## config.mk

```make
export PLATFORM = sky130hd
export DESIGN_NAME = sensor_range_spike_stuck_check
export DESIGN_NICKNAME = d
export VERILOG_FILES = /design/src/rtl/srssc_pkg.sv /design/src/rtl/sensor_range_spike_stuck_check.sv
export SDC_FILE = /design/constraint.sdc
export NUM_CORES = 1
export LEC_CHECK = 0
export BUFFER_PORTS_ARGS = -buffer_cell sky130_fd_sc_hd__buf_2
export CAP_MARGIN = 20
export CORE_ASPECT_RATIO = 1.75
export CORE_UTILIZATION = 40
export CTS_CLUSTER_DIAMETER = 80
export DETAILED_ROUTE_END_ITERATION = 6
export PLACE_DENSITY_LB_ADDON = 0.12
export SLEW_MARGIN = 5
export SYNTH_ARGS = -nofsm -noshare
export SYNTH_HDL_FRONTEND = slang
export SYNTH_SLANG_ARGS = --single-unit
export TNS_END_PERCENT = 5
```

## constraint.sdc

```tcl
create_clock -name i_clk -period 9.3 [get_ports i_clk]
set_input_delay 0.93 -clock i_clk [delete_from_list [all_inputs] [get_ports i_clk]]
set_output_delay 0.93 -clock i_clk [all_outputs]
set_load 0.03 [all_outputs]
```

## src/rtl/srssc_pkg.sv

```systemverilog
// package: anomaly codes, register indexes and field widths of the sensor checker
package srssc_pkg;

    // field widths
    localparam int unsigned CH_W    = 3;
    localparam int unsigned VAL_W   = 32;
    localparam int unsigned SPIKE_W = 31;
    localparam int unsigned CNT_W   = 16;
    localparam int unsigned KIND_W  = 2;
    localparam int unsigned CFG_W   = 2;

    // anomaly kinds
    typedef logic [KIND_W-1:0] t_kind;
    localparam t_kind KIND_NONE   = 2'd0;
    localparam t_kind KIND_RANGE  = 2'd1;
    localparam t_kind KIND_SPIKE  = 2'd2;
    localparam t_kind KIND_FROZEN = 2'd3;

    // register indexes
    typedef logic [CFG_W-1:0] t_cfg_index;
    localparam t_cfg_index REG_MIN_VALUE   = 2'd0;
    localparam t_cfg_index REG_MAX_VALUE   = 2'd1;
    localparam t_cfg_index REG_SPIKE_LIMIT = 2'd2;
    localparam t_cfg_index REG_STUCK_LIMIT = 2'd3;

    // repeat counter saturation value
    localparam logic [CNT_W-1:0] REPEAT_MAX = 16'hFFFF;

endpackage

```

## src/rtl/sensor_range_spike_stuck_check.sv

```systemverilog
// top level: per-channel range, spike and stuck check of multi-channel sensor samples
//
// Usage: a sample arrives as one channel value per item on the input channel
// (i_in_valid / o_in_ready), ascending channel order, with i_end_of_sample set
// on the last value. Each value is range checked, and once the block is primed
// also spike checked against the channel's previous value and stuck checked
// with a saturating repeat counter. The first anomaly of the sample is held and
// leaves as one result item on the output channel (o_out_valid / i_out_ready)
// for the item that ends the sample; other items give no result.
// Throughput: one item per cycle while the input does not stall (see Stall).
// Items pass the input register; an end-of-sample item then loads the result register.
// The per-channel state is read, tested and written back in the same cycle, so
// consecutive values of one channel need no forwarding.
// Stall: while a result waits, items that do not end a sample keep flowing; an
// end-of-sample item waits in the input register until the result is taken.
// Reset (i_rst_n low, synchronous) and any register write clear all channel
// state, the pending anomaly and the primed flag; reset also clears the
// registers. Write registers only while the block is idle.
module sensor_range_spike_stuck_check #(
    parameter int NUM_CHANNELS = 8
) (
    input  logic                                i_clk,
    input  logic                                i_rst_n,
    // configuration write port
    input  logic                                i_cfg_wr_en,
    input  srssc_pkg::t_cfg_index               i_cfg_index,
    input  logic [srssc_pkg::VAL_W-1:0]         i_cfg_data,
    // input channel
    input  logic                                i_in_valid,
    output logic                                o_in_ready,
    input  logic [srssc_pkg::CH_W-1:0]          i_channel_index,
    input  logic signed [srssc_pkg::VAL_W-1:0]  i_sample_value,
    input  logic                                i_end_of_sample,
    // result channel
    output logic                                o_out_valid,
    input  logic                                i_out_ready,
    output srssc_pkg::t_kind                    o_anomaly_kind,
    output logic [srssc_pkg::CH_W-1:0]          o_anomaly_channel,
    output logic signed [srssc_pkg::VAL_W-1:0]  o_anomaly_value
);
    import srssc_pkg::*;

    // only channels the index field can reach need storage
    localparam int MAX_REACH = 1 << CH_W;
    localparam int DEPTH     = (NUM_CHANNELS < MAX_REACH) ? NUM_CHANNELS : MAX_REACH;
    localparam int IDX_W     = (DEPTH > 1) ? $clog2(DEPTH) : 1;

    // configuration registers
    logic signed [VAL_W-1:0] r_min_value;
    logic signed [VAL_W-1:0] r_max_value;
    logic [SPIKE_W-1:0]      r_spike_limit;
    logic [CNT_W-1:0]        r_stuck_limit;
    logic                    w_clear;

    // per-channel state and sample state
    logic [VAL_W-1:0]        r_prev [DEPTH];
    logic [CNT_W-1:0]        r_cnt  [DEPTH];
    logic                    r_primed;
    t_kind                   r_pend_kind;
    logic [CH_W-1:0]         r_pend_ch;
    logic signed [VAL_W-1:0] r_pend_val;

    // input register
    logic                    r_in_valid;
    logic [CH_W-1:0]         r_in_ch;
    logic signed [VAL_W-1:0] r_in_val;
    logic                    r_in_eos;

    // stage signals
    logic                    w_stall;
    logic                    w_fire;
    logic                    w_ch_ok;
    logic [IDX_W-1:0]        w_idx;
    logic signed [VAL_W-1:0] w_prev;
    logic [CNT_W-1:0]        w_cnt;
    logic signed [VAL_W:0]   w_diff;
    logic [VAL_W:0]          w_mag;
    logic                    w_equal;
    logic                    w_range_bad;
    logic                    w_spike_bad;
    logic                    w_frozen_bad;
    t_kind                   w_item_kind;
    logic [CNT_W-1:0]        n_cnt;
    t_kind                   n_kind;
    logic [CH_W-1:0]         n_ch;
    logic signed [VAL_W-1:0] n_val;

    // configuration writes; every register index clears the state
    always_comb begin
        w_clear = 1'b0;
        if (i_cfg_wr_en) begin
            case (i_cfg_index)
                REG_MIN_VALUE, REG_MAX_VALUE, REG_SPIKE_LIMIT, REG_STUCK_LIMIT: w_clear = 1'b1;
                default: w_clear = 1'b0;
            endcase
        end
    end

    always_ff @(posedge i_clk) begin
        if (!i_rst_n) begin
            r_min_value   <= '0;
            r_max_value   <= '0;
            r_spike_limit <= '0;
            r_stuck_limit <= '0;
        end else if (i_cfg_wr_en) begin
            case (i_cfg_index)
                REG_MIN_VALUE:   r_min_value   <= i_cfg_data;
                REG_MAX_VALUE:   r_max_value   <= i_cfg_data;
                REG_SPIKE_LIMIT: r_spike_limit <= i_cfg_data[SPIKE_W-1:0];
                REG_STUCK_LIMIT: r_stuck_limit <= i_cfg_data[CNT_W-1:0];
                default: ;
            endcase
        end
    end

    // flow control: only an end-of-sample item needs the result register
    assign w_stall    = r_in_valid && r_in_eos && o_out_valid && !i_out_ready;
    assign w_fire     = r_in_valid && !w_stall;
    assign o_in_ready = !w_stall;

    // input register
    always_ff @(posedge i_clk) begin
        if (!i_rst_n) begin
            r_in_valid <= 1'b0;
        end else if (o_in_ready) begin
            r_in_valid <= i_in_valid;
        end
    end

    always_ff @(posedge i_clk) begin
        if (i_in_valid && o_in_ready) begin
            r_in_ch  <= i_channel_index;
            r_in_val <= i_sample_value;
            r_in_eos <= i_end_of_sample;
        end
    end

    // channel lookup
    assign w_ch_ok = (int'(r_in_ch) < NUM_CHANNELS);
    assign w_idx   = (DEPTH > 1) ? r_in_ch[IDX_W-1:0] : '0;
    assign w_prev  = w_ch_ok ? r_prev[w_idx] : '0;
    assign w_cnt   = w_ch_ok ? r_cnt[w_idx]  : '0;

    // range, spike and stuck tests
    always_comb begin
        w_range_bad = (r_min_value != r_max_value)
                   && ((r_in_val < r_min_value) || (r_in_val > r_max_value));
        w_diff      = {r_in_val[VAL_W-1], r_in_val} - {w_prev[VAL_W-1], w_prev};
        w_mag       = w_diff[VAL_W] ? -w_diff : w_diff;
        w_spike_bad = r_primed && (r_spike_limit != '0)
                   && (w_mag > {2'b00, r_spike_limit});
        w_equal     = (r_in_val == w_prev);
        if (!r_primed) begin
            n_cnt = w_cnt;
        end else if (w_equal) begin
            n_cnt = (w_cnt == REPEAT_MAX) ? w_cnt : w_cnt + 1'b1;
        end else begin
            n_cnt = '0;
        end
        w_frozen_bad = r_primed && (r_stuck_limit != '0) && (n_cnt >= r_stuck_limit);

        if (!w_ch_ok) begin
            w_item_kind = KIND_NONE;
        end else if (w_range_bad) begin
            w_item_kind = KIND_RANGE;
        end else if (w_spike_bad) begin
            w_item_kind = KIND_SPIKE;
        end else if (w_frozen_bad) begin
            w_item_kind = KIND_FROZEN;
        end else begin
            w_item_kind = KIND_NONE;
        end

        // first anomaly of the sample wins
        if (r_pend_kind != KIND_NONE || w_item_kind == KIND_NONE) begin
            n_kind = r_pend_kind;
            n_ch   = r_pend_ch;
            n_val  = r_pend_val;
        end else begin
            n_kind = w_item_kind;
            n_ch   = r_in_ch;
            n_val  = r_in_val;
        end
    end

    // per-channel state update
    always_ff @(posedge i_clk) begin
        if (!i_rst_n || w_clear) begin
            for (int i = 0; i < DEPTH; i++) begin
                r_prev[i] <= '0;
                r_cnt[i]  <= '0;
            end
        end else if (w_fire && w_ch_ok) begin
            r_prev[w_idx] <= r_in_val;
            r_cnt[w_idx]  <= n_cnt;
        end
    end

    // pending anomaly and primed flag
    always_ff @(posedge i_clk) begin
        if (!i_rst_n || w_clear) begin
            r_primed    <= 1'b0;
            r_pend_kind <= KIND_NONE;
            r_pend_ch   <= '0;
            r_pend_val  <= '0;
        end else if (w_fire) begin
            if (r_in_eos) begin
                r_primed    <= 1'b1;
                r_pend_kind <= KIND_NONE;
                r_pend_ch   <= '0;
                r_pend_val  <= '0;
            end else begin
                r_pend_kind <= n_kind;
                r_pend_ch   <= n_ch;
                r_pend_val  <= n_val;
            end
        end
    end

    // result register
    always_ff @(posedge i_clk) begin
        if (!i_rst_n) begin
            o_out_valid <= 1'b0;
        end else if (w_fire && r_in_eos) begin
            o_out_valid <= 1'b1;
        end else if (i_out_ready) begin
            o_out_valid <= 1'b0;
        end
    end

    always_ff @(posedge i_clk) begin
        if (w_fire && r_in_eos) begin
            o_anomaly_kind    <= n_kind;
            o_anomaly_channel <= n_ch;
            o_anomaly_value   <= n_val;
        end
    end

    // a clean sample reports zero channel and value
    a_none_is_zero: assert property (@(posedge i_clk) disable iff (!i_rst_n)
        (o_out_valid && o_anomaly_kind == KIND_NONE)
            |-> (o_anomaly_channel == '0 && o_anomaly_value == '0))
        else $error("clean result carries channel or value");

    // a register write leaves the block unprimed with nothing pending
    a_cfg_clears: assert property (@(posedge i_clk) disable iff (!i_rst_n)
        i_cfg_wr_en |=> (!r_primed && r_pend_kind == KIND_NONE))
        else $error("register write did not clear state");

    // an end-of-sample item that leaves the stage yields a result
    a_eos_result: assert property (@(posedge i_clk) disable iff (!i_rst_n)
        (w_fire && r_in_eos) |=> o_out_valid)
        else $error("end of sample gave no result");

    // input side stalls only behind a waiting result
    a_stall_cause: assert property (@(posedge i_clk) disable iff (!i_rst_n)
        !o_in_ready |-> (r_in_valid && r_in_eos && o_out_valid))
        else $error("input stalled without a waiting result");

    // the pending anomaly is empty right after a result is produced
    a_pend_cleared: assert property (@(posedge i_clk) disable iff (!i_rst_n)
        (w_fire && r_in_eos) |=> (r_pend_kind == KIND_NONE && r_primed))
        else $error("pending anomaly not cleared after result");

endmodule
```

==> run_results.csv <==
group,metric,value,unit
clock_network,cts_resized,0,
timing,finalCritPeriodShare,93.8,%
synth,netlist_area,31800,sq um
pwr,max-vdd-ir-drop,152,uV
timing,rsz0062_at_grt,"false",
timing,tightest_slew,1170,ps
cells_and_area,final_nets,3133,
synth,synth_simple_gate_area_share,15.9,%
timing,finalSetupViolCount,0,
global_route,grt_max_degree,94,
worst_setup_path,worst-path-stages,30,
worst_setup_path,crit_family,"compound AO/OA/AOI/OAI gates",
synth,syn_avg_cell_area,11.4,sq um
clock_network,numCtsBuffers,57,
pwr,power.share.clock,35.4,%
status,status,"finished, final reports clean",
clock_network,clk_pin_slew,70,ps
clock_network,cts_buffer_depth,3,
floorplan,initial_utilization,40.4,%
synth,ys_async_sr_fraction,0,%
pwr,power_frac_seq,44.5,%
synth,synth_area_leaders,"edfxtp_1 (43%), dfxtp_1 (9.7%), mux4_2 (6.8%)",
pwr,intPower,4960,uW
global_route,antenna_found_initial,3,
pwr,pwr_density_cell,194,nW/um^2
placement,dp_hpwl,79000,um
clock_network,h-tree-depth,2,
timing,fin_tns_setup,0,ps
global_route,grt_use_total,27.3,%
worst_setup_path,critPathKind,"register to register",
placement,place_congestion,0.995,
timing,fmax,0.115,GHz
clock_network,cts_setup_buffers,0,
routing,via_per_inst,5.70,
placement,io_buffer_count,113,
synth,syn-num-nets,3004,
floorplan,die_y,375,um
synth,netlist.area_leader.share,43.2,%
worst_setup_path,crit_buf_inv,4,
global_route,grt_pass1_wl,159000,um
floorplan,die_w,215,um
cells_and_area,fillers,7359,
cells_and_area,drive_gt1_share,15.9,%
routing,wirelength,110000,um
floorplan,core,78600,sq um
worst_setup_path,cp_data_required_time,9870,ps
worst_setup_path,worstRegToRegCells,30,
synth,yosysSeqAreaShare,52.9,%
clock_network,hold_buffers,0,
routing,drt_pass1_iterations,5,
timing,hold_viol,0,
synth,synth-compound-area-share,9.50,%
worst_setup_path,arrival,9300,ps
synth,synth_mux_area_share,9.81,%
synth,synth_ff_type,"edfxtp_1",
floorplan,dieArea,80600,sq um
pwr,power.leakage,0.0138,uW
pwr,power_switching,2020,uW
synth,synth-adder-area-share,5.73,%
clock_network,clockRootBuffer,"clkbuf_16",
floorplan,boundaryPins,114,
routing,wl_per_cell,27.6,um
routing,dr_total_vias,22800,
synth,synth_cells,2784,
cells_and_area,final_cells,3997,
floorplan,rows,136,
timing,maxSlewViolCount,0,
synth,synth_seq_cells,611,
flow_run,maxCapViolations,0,
worst_setup_path,cp_slowest_cell,"nor2_4",
pwr,pwr-share-comb,20.1,%
synth,ys_types,91,
synth,yosys_warnings,0,
timing,skew,26.1,ps
global_route,grt_pass1_vias,23500,
placement,dp.cells,3889,
global_route,grt.overflow.total,0,
routing,ant_nets,0,
worst_setup_path,cp_max_fo,35,
worst_setup_path,endpoint_kind,"register",
timing,fin_crit,8730,ps
clock_network,cts_tree,"built",
pwr,power.share.switching,29.0,%
min_path,min_path_cells,2,
worst_setup_path,max_stage_delay,680,ps
cells_and_area,syn2layout_area_growth,13.1,%
synth,synth_edf_count,457,
routing,drc,0,
synth,synth_area_leader_cell,"edfxtp_1",
cells_and_area,final_core_util,45.7,%
timing,slew_headroom,21.5,%
worst_setup_path,startpoint_type,"register",
clock_network,insertion_delay,650,ps
routing,dr.first_iter.drc_count,1497,
clock_network,clkSinkCount,611,
min_path,hold_path.class,"register to register",
synth,synth_top_family_by_area,"simple AND/OR/NAND/NOR gates",
synth,synthXorXnorAreaFrac,2.26,%
## state kept, by name, summed over array words and instances, names as in the netlist, named ones only
signal,count
r_cnt,128
r_spike_limit,31
r_min_value,32
r_in_eos,1
o_anomaly_channel,3
o_anomaly_value,32
o_anomaly_kind,2
r_in_val,32
r_prev,256
r_pend_ch,3
o_out_valid,1
r_in_valid,1
r_primed,1
r_stuck_limit,16
r_pend_kind,2
r_max_value,32
r_in_ch,3
r_pend_val,32
## worst reg2reg max path: cells and delay by family (launching register included)
kind	cells	cell delay, ps
compound gates	13	3300
simple gates	8	2430
buf+inv	4	940
mux	2	710
fa+ha+maj	2	610
flops	1	520
xor+xnor	1	150
## per-stage QoR
stage               cell area, sq um  setup WS (ps)  hold slack, ps  power [uW]
floorplan                      31800            170             420        4030
global placement               34000            573             429        4550
detailed placement             34000            559             433        4560
CTS                            35900            506             416        7040
global route                   35900           67.4             432        7240
finish                         35900            575             442        6980
## kinds of logic (layout without fill, tap and decap cells)
| kind of cell | count (synthesis) | count (layout) |
|---|---|---|
| AOI/OAI and AO/OA | 423 | 423 |
| xor gates and xnor gates | 82 | 82 |
| adders and majority gates | 145 | 145 |
| buffers and inverters | 321 | 498 |
| DFF | 611 | 611 |
| muxes | 186 | 186 |
| other | 0 | 1 |
| and+or+nand+nor | 1016 | 1016 |
## synth_stat cells, types with 7 or more instances
cell       number
nor2b_1        20
o31ai_1         7
nand2_1       327
a21oi_1        62
inv_1         171
xor2_1         20
o2bb2ai_1      35
ha_1          144
or3_1          13
a21o_1         24
and2_1         76
mux4_2         96
nand2b_1       12
o211ai_1       13
a31oi_1         7
nand3_1        31
o21a_1          8
mux2_2         17
edfxtp_1      457
dfxtp_1       154
a211oi_1       11
xnor2_1        62
and3_1        198
mux2_1         28
nor3b_1         8
nor2_1        202
o21ai_0        74
nand4_1        39
nor3_1         33
a21boi_0      115
buf_1           7
clkbuf_1      124
buf_2          10
mux2i_1        45
nor4_1         21
## routing by layer
metal / vias up / part of all wire [%] / wire length (um) / GRT usage, %
met5: - / 0.011 / 12 / 0
met4: 2 / 6.0 / 6650 / 15.1
met3: 208 / 4.1 / 4540 / 3.38
met2: 667 / 54 / 59700 / 51.7
met1: 11500 / 36 / 39300 / 28.8
li1: 10400 / - / - / -
## worst paths after layout
path | startpoint | end | slack [ps]
setup / recovery | register | r_pend_val[30]$_SDFFE_PP0P_ | 570
hold / removal | r_pend_ch[2]$_SDFFE_PP0P_ | r_pend_ch[2]$_SDFFE_PP0P_ | 440
setup reg to reg | register | r_pend_val[30]$_SDFFE_PP0P_ | 570
hold reg to reg | r_pend_ch[2]$_SDFFE_PP0P_ | r_pend_ch[2]$_SDFFE_PP0P_ | 440
## layout make-up
| type | instances | area [sq um] | share of cell area, % |
|---|---|---|---|
| Antenna cell | 1 | 2.50 | 0.00696 |
| Clock buffer | 77 | 1540 | 4.29 |
| Clock inverter | 30 | 388 | 1.08 |
| Inverter | 172 | 646 | 1.80 |
| Multi-Input combinational cell | 1852 | 13800 | 38.4 |
| Sequential cell | 611 | 16800 | 46.8 |
| Tap cell | 1035 | 1290 | 3.60 |
| Timing Repair Buffer | 219 | 1460 | 4.05 |
## power groups by stage
stage | Clock, uW | Sequential (uW) | Combinational [uW]
after floorplan | 0 | 3150 | 879
after global placement | 0 | 3160 | 1390
after detailed placement | 0 | 3170 | 1400
after CTS | 2520 | 3110 | 1410
after global routing | 2610 | 3110 | 1520
final | 2470 | 3110 | 1400
## cell usage in the layout, fill, tap and decap left out, types with 8 or more instances in the layout
| cell | synthesis | final |
|---|---|---|
| edfxtp_1 | 457 | 457 |
| nand2_1 | 327 | 319 |
| nor2_1 | 202 | 199 |
| and3_1 | 198 | 197 |
| inv_1 | 171 | 170 |
| dfxtp_1 | 154 | 151 |
| ha_1 | 144 | 144 |
| a21boi_0 | 115 | 115 |
| buf_2 | 10 | 113 |
| buf_4 | 6 | 98 |
| mux4_2 | 96 | 96 |
| and2_1 | 76 | 76 |
| o21ai_0 | 74 | 74 |
| a21oi_1 | 62 | 62 |
| xnor2_1 | 62 | 62 |
| clkbuf_16 | 0 | 58 |
| mux2i_1 | 45 | 45 |
| nand4_1 | 39 | 39 |
| o2bb2ai_1 | 35 | 35 |
| nor3_1 | 33 | 32 |
| nand3_1 | 31 | 31 |
| mux2_1 | 28 | 28 |
| a21o_1 | 24 | 24 |
| nor4_1 | 21 | 20 |
| xor2_1 | 20 | 20 |
| nor2b_1 | 20 | 18 |
| mux2_2 | 17 | 17 |
| clkbuf_1 | 124 | 17 |
| or3_1 | 13 | 13 |
| o211ai_1 | 13 | 13 |
| nand2b_1 | 12 | 12 |
| a211oi_1 | 11 | 11 |
| clkinv_1 | 1 | 10 |
| o21a_1 | 8 | 8 |
| nand2_2 | 0 | 8 |
| bufinv_16 | 0 | 8 |
Power figures use the tool's default switching activity.
